### src/design/cmae_pkg.sv
package cmae_pkg;

    localparam int ANGLE_W = 16;
    localparam int SUM_W   = 27;
    localparam int UNIT_W  = 17;
    localparam int XY_W    = 30;
    localparam int Z_W     = 32;
    localparam int STEP_W  = 5;
    localparam int TAB_LEN = 24;

    localparam logic signed [XY_W-1:0] GAIN_START = XY_W'(39797);
    localparam logic signed [XY_W-1:0] UNIT_CLAMP = XY_W'(65535);

    typedef struct packed {
        logic [ANGLE_W-1:0] angle;
        logic               last;
        logic               keep;
    } cmae_item_t;

    typedef struct packed {
        logic start;
        logic vec;
    } cmae_cordic_req_t;

    typedef enum logic [2:0] {
        ST_IDLE,
        ST_ROT,
        ST_VEC_START,
        ST_VEC,
        ST_DEV,
        ST_DIV,
        ST_OUT
    } cmae_state_t;

    // atan(2^-i) in binary angle units, pi = 2^31
    function automatic logic [Z_W-1:0] atan_entry(input logic [STEP_W-1:0] idx);
        logic [Z_W-1:0] r;
        begin
            case (idx)
                5'd0:    r = 32'd536870912;
                5'd1:    r = 32'd316933406;
                5'd2:    r = 32'd167458907;
                5'd3:    r = 32'd85004756;
                5'd4:    r = 32'd42667331;
                5'd5:    r = 32'd21354465;
                5'd6:    r = 32'd10680862;
                5'd7:    r = 32'd5340245;
                5'd8:    r = 32'd2670163;
                5'd9:    r = 32'd1335087;
                5'd10:   r = 32'd667544;
                5'd11:   r = 32'd333772;
                5'd12:   r = 32'd166886;
                5'd13:   r = 32'd83443;
                5'd14:   r = 32'd41722;
                5'd15:   r = 32'd20861;
                5'd16:   r = 32'd10430;
                5'd17:   r = 32'd5215;
                5'd18:   r = 32'd2608;
                5'd19:   r = 32'd1304;
                5'd20:   r = 32'd652;
                5'd21:   r = 32'd326;
                5'd22:   r = 32'd163;
                5'd23:   r = 32'd81;
                default: r = 32'd0;
            endcase
            return r;
        end
    endfunction

endpackage

### src/design/cmae_front.sv
module cmae_front
    import cmae_pkg::*;
#(
    parameter int MAX_ANGLES = 1024
)
(
    input  logic                clk,
    input  logic                rst_n,
    input  logic                s_axis_tvalid,
    output logic                s_axis_tready,
    input  logic [ANGLE_W-1:0]  s_axis_tdata,   // angle
    input  logic                s_axis_tlast,   // last_angle
    output logic                item_valid,
    output cmae_item_t          item,
    input  logic                item_pop
);

    localparam int CNT_W = $clog2(MAX_ANGLES + 1);
    localparam logic [CNT_W-1:0] MAX_CNT = CNT_W'(MAX_ANGLES);

    logic [CNT_W-1:0] cnt_reg;
    logic [1:0]       level_reg;
    logic             wr_ptr_reg;
    logic             rd_ptr_reg;
    cmae_item_t       q_mem [2];
    logic             push;
    logic             keep;

    assign s_axis_tready = (level_reg != 2'd2);
    assign push          = s_axis_tvalid && s_axis_tready;
    assign keep          = (cnt_reg != MAX_CNT);
    assign item_valid    = (level_reg != 2'd0);
    assign item          = q_mem[rd_ptr_reg];

    // classify: count the set so far, mark words past the store depth as drops
    always_ff @(posedge clk or negedge rst_n) begin
        if (!rst_n) begin
            cnt_reg    <= '0;
            level_reg  <= '0;
            wr_ptr_reg <= 1'b0;
            rd_ptr_reg <= 1'b0;
        end
        else begin
            if (push) begin
                if (s_axis_tlast)
                    cnt_reg <= '0;
                else if (keep)
                    cnt_reg <= cnt_reg + 1'b1;
                wr_ptr_reg <= ~wr_ptr_reg;
            end
            if (item_pop)
                rd_ptr_reg <= ~rd_ptr_reg;
            if (push && !item_pop)
                level_reg <= level_reg + 2'd1;
            else if (!push && item_pop)
                level_reg <= level_reg - 2'd1;
        end
    end

    always_ff @(posedge clk) begin
        if (push) begin
            q_mem[wr_ptr_reg] <= '{angle: s_axis_tdata, last: s_axis_tlast, keep: keep};
        end
    end

endmodule

### config.mk
export PLATFORM = sky130hd
export DESIGN_NAME = cmae_front
export DESIGN_NICKNAME = d
export VERILOG_FILES = /design/src/design/cmae_pkg.sv /design/src/design/cmae_front.sv
export SDC_FILE = /design/constraint.sdc
export NUM_CORES = 1
export LEC_CHECK = 0
export CAP_MARGIN = 20
export CORE_UTILIZATION = 55
export DETAILED_ROUTE_END_ITERATION = 12
export DONT_BUFFER_PORTS = 1
export GPL_TIMING_DRIVEN = 1
export HOLD_SLACK_MARGIN = 0.03
export PLACE_DENSITY = 0.71
export SETUP_SLACK_MARGIN = 0.3
export SKIP_CTS_REPAIR_TIMING = 1
export SLEW_MARGIN = 5
export SYNTH_ARGS = -nofsm -noshare
export SYNTH_HDL_FRONTEND = slang
export SYNTH_SLANG_ARGS = --single-unit
### constraint.sdc
create_clock -name clk -period 2.3 [get_ports clk]
set_input_delay 0.345 -clock clk [delete_from_list [all_inputs] [get_ports clk]]
set_output_delay 0.345 -clock clk [all_outputs]
set_load 0.005 [all_outputs]
== Word level (Yosys, flattened, before mapping) ==
Memories as Yosys holds them, arrays and structs flattened.
Cells that the tools add are included.

* Output and inout bits: 20
* Bits in registers: 15
* Bits in writable memories: 36
* Logic and storage cells: 27
* Memories: 1

{| class="wikitable"
|+ Memory list
! name !! words !! bits a word !! rd ports !! clocked after Yosys merged registers in !! wr ports !! line !! text
|-
| q_mem || 2 || 18 || 1 || 0 || 1 || cmae_front.sv:25 || <nowiki>cmae_item_t q_mem [2];</nowiki>
|}

* Multiplexer cells: 6
* Reduce and logical (&&, ||, !) cells: 9
* Bitwise gates (word level): 2
* Add/subtract/negate cells: 3
* Equality and inequality tests: 2

{| class="wikitable"
|+ Operators with widths
! operator !! count
|-
| $mux W11 || 2
|-
| $add A11 B1 Y11 const B || 1
|-
| $ne A11 B11 Y1 const B || 1
|-
| $reduce_bool A2 Y1 || 3
|-
| $mux W2 || 2
|-
| $logic_and A1 B1 Y1 || 3
|-
| $add A2 B1 Y2 const B || 1
|-
| $logic_not A1 Y1 || 2
|-
| $mux W1 || 2
|-
| $ne A2 B2 Y1 const B || 1
|-
| $not A1 Y1 || 2
|-
| $reduce_and A2 Y1 || 1
|-
| $sub A2 B1 Y2 const B || 1
|}

== Depth between registers and ports, before layout ==
* Depth after elaboration: 6
* Gate-level depth with buffers: 7
* Gate-level depth less buffers: 7

== Worst setup path after synthesis ==
Ideal clock, no wire load.

* Path kind: register -> register
* Start point: reg level_reg[1]
* End point: mem q_mem[0][0] (netlist name) (enable)
* Stages on the path, launching flop included: 5
* Period minus slack after synthesis: 2.010 ns
* Data arrival time: 1.617 ns
* Path slack: 0.290 ns
* Cell sequence: dfrtp_1 -> or2b_1 -> nand2_1 -> buf_2 -> nor2_1

* Word-level cells in the longest chain between the ends: 4

{| class="wikitable"
|+ Ends and longest elaborated chain
! element !! line !! text
|-
| start, declared || cmae_front.sv:22 || <nowiki>logic [1:0] level_reg;</nowiki>
|-
| start signal, assigned || cmae_front.sv:54 || <nowiki>level_reg <= level_reg + 2'd1;</nowiki>
|-
| start signal, assigned || cmae_front.sv:56 || <nowiki>level_reg <= level_reg - 2'd1;</nowiki>
|-
| $ne A2 B2 Y1 || cmae_front.sv:29 || <nowiki>assign s_axis_tready = (level_reg != 2'd2);</nowiki>
|-
| via s_axis_tready || cmae_front.sv:10 || <nowiki>output logic s_axis_tready,</nowiki>
|-
| $logic_and A1 B1 Y1 || cmae_front.sv:30 || <nowiki>assign push = s_axis_tvalid && s_axis_tready;</nowiki>
|-
| $mux W1 || cmae_front.sv:61 || <nowiki>if (push) begin</nowiki>
|-
| $mux W1 (implied by the code) || cmae_front.sv:62 || <nowiki>q_mem[wr_ptr_reg] <= '{angle: s_axis_tdata, last: s_axis_tlast, keep: keep};</nowiki>
|-
| end, declared || cmae_front.sv:25 ||
|}

The timed path passes the listed nets, and every way through them passes these cells.

== Worst setup path in the final report ==
* Start point: reg level_reg[1]
* End point: mem q_mem[1][1] (netlist name) (enable)

The elaborated chain is that of the path after synthesis.

==> out/results.tsv <==
stage	metric	value	unit
logic_synthesis	synth_edf_count	36	
placement	portBuffers	0	
timing	rsz0062_at_grt	no	
cells_and_area	fin_util	62.5	%
power_and_ir_drop	p_total	2.42	mW
critical_path	arrival	1620	ps
run	cap_violations	0	
global_route	grt_pass1_vias	1186	
power_and_ir_drop	pwr-share-comb	22.8	%
outcome	status	complete, no violations	
cells_and_area	syn_to_final_growth	7.97	%
route	post-route-drc-count	0	
worst_hold_path	hold_class	in -> reg	
clocking	htree_levels	2	
placement	dp_hpwl	2390	um
clocking	clk_path_buf_depth	2	
global_route	grtUsageTotal	17.6	%
cells_and_area	layout-drive-gt1-share	22.2	%
logic_synthesis	ys_types	34	
logic_synthesis	avgSynthCellArea	14.8	sq um
critical_path	path_delay_family	simple AND/OR/NAND/NOR gates	
worst_hold_path	hold_depth	1	
clocking	clk_latency	290	ps
timing	setup-violations-final	0	
logic_synthesis	synth_nets	169	
power_and_ir_drop	p_seq_share	56.3	%
cells_and_area	final_area	2320	sq um
critical_path	critical_path.endpoint_type	flip-flop	
floorplanning	die_area	4160	sq um
timing	setup_tns	0	ps
logic_synthesis	yosysWarnings	0	
critical_path	worst-path-stages	2	
worst_hold_path	hp-start	item_pop	
global_route	grt_overflow_total	0	
logic_synthesis	synth_area	2150	sq um
floorplanning	start_util	57.8	%
logic_synthesis	synth_cells	145	
critical_path	reg2regPathDepth	2	
critical_path	cp_cell_sequence	or2b_1 -> and3_1	
critical_path	crit_path_max_fanout	18	
power_and_ir_drop	switching_share	28.4	%
placement	place_inst	192	
critical_path	worst-endpoint-required	2220	ps
timing	max_freq	0.588	GHz
power_and_ir_drop	switchingPower	686	uW
route	drt-total-wl	3460	um
power_and_ir_drop	p_clk_share	20.8	%
global_route	grt_pass1_wl	5530	um
floorplanning	fp.dieH	64.5	um
clocking	clkTransAtPathRegs	80	ps
timing	hold_viol_final	0	
power_and_ir_drop	leakagePower	0.846	nW
power_and_ir_drop	power_density	1040	nW/um^2
critical_path	cp-startpoint	level_reg[1]	
logic_synthesis	yosys_most_used_dff	edfxtp_1	
logic_synthesis	ys_ff_latch	51	
logic_synthesis	async_flop_share	29.4	%
timing	relSlewSlack	46.4	%
timing	post-route-period-util	73.9	%
cells_and_area	fin_nets	176	
logic_synthesis	seq_area_frac_synth	67.8	%
clocking	cts-root-buf	clkbuf_8	
timing	finClkSkew	3.31	ps
route	drt_iter0_markers	68	
placement	post_dp_cell_area	2220	sq um
placement	place_congestion	0.838	
power_and_ir_drop	vdd_ir_drop_max	733	uV
global_route	grt_max_degree	20	
critical_path	crit_buf_inv	0	
floorplanning	ioPinCount	41	
floorplanning	die_x	64.5	um
route	vias_per_cell	5.86	
global_route	antenna_found_initial	0	
timing	worst_pin_slew	803	ps
route	wl_per_cell	17.2	um
timing	maxSlewViolCount	0	
critical_path	crit_type	reg -> reg	
critical_path	r2r_start	level_reg[1]	
clocking	cts_tree	built	
power_and_ir_drop	p_int	1.73	mW
clocking	cts_buffers	5	
critical_path	critPathMaxStageDelay	700	ps
timing	fin_crit	1700	ps
route	dr.pass1.iters	4	
floorplanning	rows	22	
critical_path	cp-start-kind	flip-flop	
cells_and_area	fin_cells	201	
floorplanning	core_area	3720	sq um
cells_and_area	largest_reg_flops	36	
route	ant_nets	0	
clocking	clock-sinks	51	
critical_path	cp_slowest_cell	and3_1	
route	vias	1178	
cells_and_area	diodes	0	
[through the flow]
stage | worst slack, ps | hold WS, ps
after floorplan | 587 | 49.4
after global placement | 605 | 49.8
after detailed placement | 548 | 49.8
after CTS | 365 | -268
after global routing | 453 | 125
final | 599 | 133
[cell families (layout without fill, tap and decap cells)]
| logic type | after synthesis | count (layout) | synth area share (%) |
|---|---|---|---|
| adder cells (fa/ha/maj) | 3 | 3 | 1.75 |
| buffers and inverters | 8 | 16 | 1.57 |
| AND/OR/NAND/NOR | 40 | 40 | 11.2 |
| AO/OA/AOI/OAI | 19 | 19 | 5.82 |
| XOR/XNOR | 5 | 5 | 2.04 |
| multiplexers | 19 | 19 | 9.90 |
| flip-flops | 51 | 51 | 67.8 |
[cell usage after synthesis, types with 2 or more instances]
library cell  number  share of area [%]
and3_1             2               0.58
nand2b_1           3               0.87
ha_1               3                1.7
mux2_2            18                9.4
a22oi_1            3                1.0
o21ai_0            7                1.6
inv_1              4               0.70
nor2_1             7                1.2
buf_2              3               0.70
nand3_1            2               0.47
nand4_1            2               0.58
edfxtp_1          36                 50
xor2_1             3                1.2
o31ai_1            4                1.4
dfrtp_1           15                 17
nor2b_1            5                1.5
xnor2_1            2               0.82
a21oi_1            2               0.47
nand2_1            7                1.2
nor4_1             3               0.87
[layout by cell type (no fill, tap or decap), drive strengths merged, types with 2 or more instances in the layout]
master,n
dfrtp,15
nor4,3
inv,4
nor2b,5
edfxtp,36
a21oi,2
xnor2,2
nand2b,3
ha,3
buf,3
a22oi,3
xor2,3
o31ai,4
nor2,7
and3,3
nand2,7
nand3,2
o21ai,8
mux2,18
nand4,3
clkbuf,6
[metal layers]
metal | global-route usage, % | share of wire (%) | up-vias
met2 | 29.7 | 49 | 42
li1 | - | - | 557
met4 | 6.39 | 1.2 | 0
met5 | 0 | 0 | -
met3 | 5.11 | 7.9 | 4
met1 | 21.5 | 42 | 575
[final cells by class]
class,instances,area (sq um)
repair buffers,4,32.5
well taps,48,60.1
flip-flops and latches,51,1460
clock inverters,2,11.3
clock buffers,6,82.6
multi-input cells,86,662
inverters,4,15.0
fillers,281,1400
[worst reg2reg max path, stage by stage, from the launching register on]
cell and delay, ps:
dfrtp_1 400, or2b_1 230, and3_1 700
[path summary, 6_finish.rpt]
kind                                 to  slack (ps)
max in group asynchronous    rd_ptr_reg        1280
hold reg to reg            level_reg[1]         480
hold / removal               rd_ptr_reg         130
setup reg to reg            q_mem[1][1]         600
min in group asynchronous   cnt_reg[10]         530
setup / recovery            q_mem[1][1]         600
[power groups by stage]
stage          combinational, mW  clock (mW)  sequential (mW)
2_1_floorplan              0.505           0             1.30
3_3_place_gp               0.542           0             1.37
3_5_place_dp               0.555           0             1.38
4_1_cts                    0.559       0.514             1.36
5_1_grt                    0.603       0.552             1.39
6_report                   0.552       0.503             1.36
(Power assumes the default switching activity.)
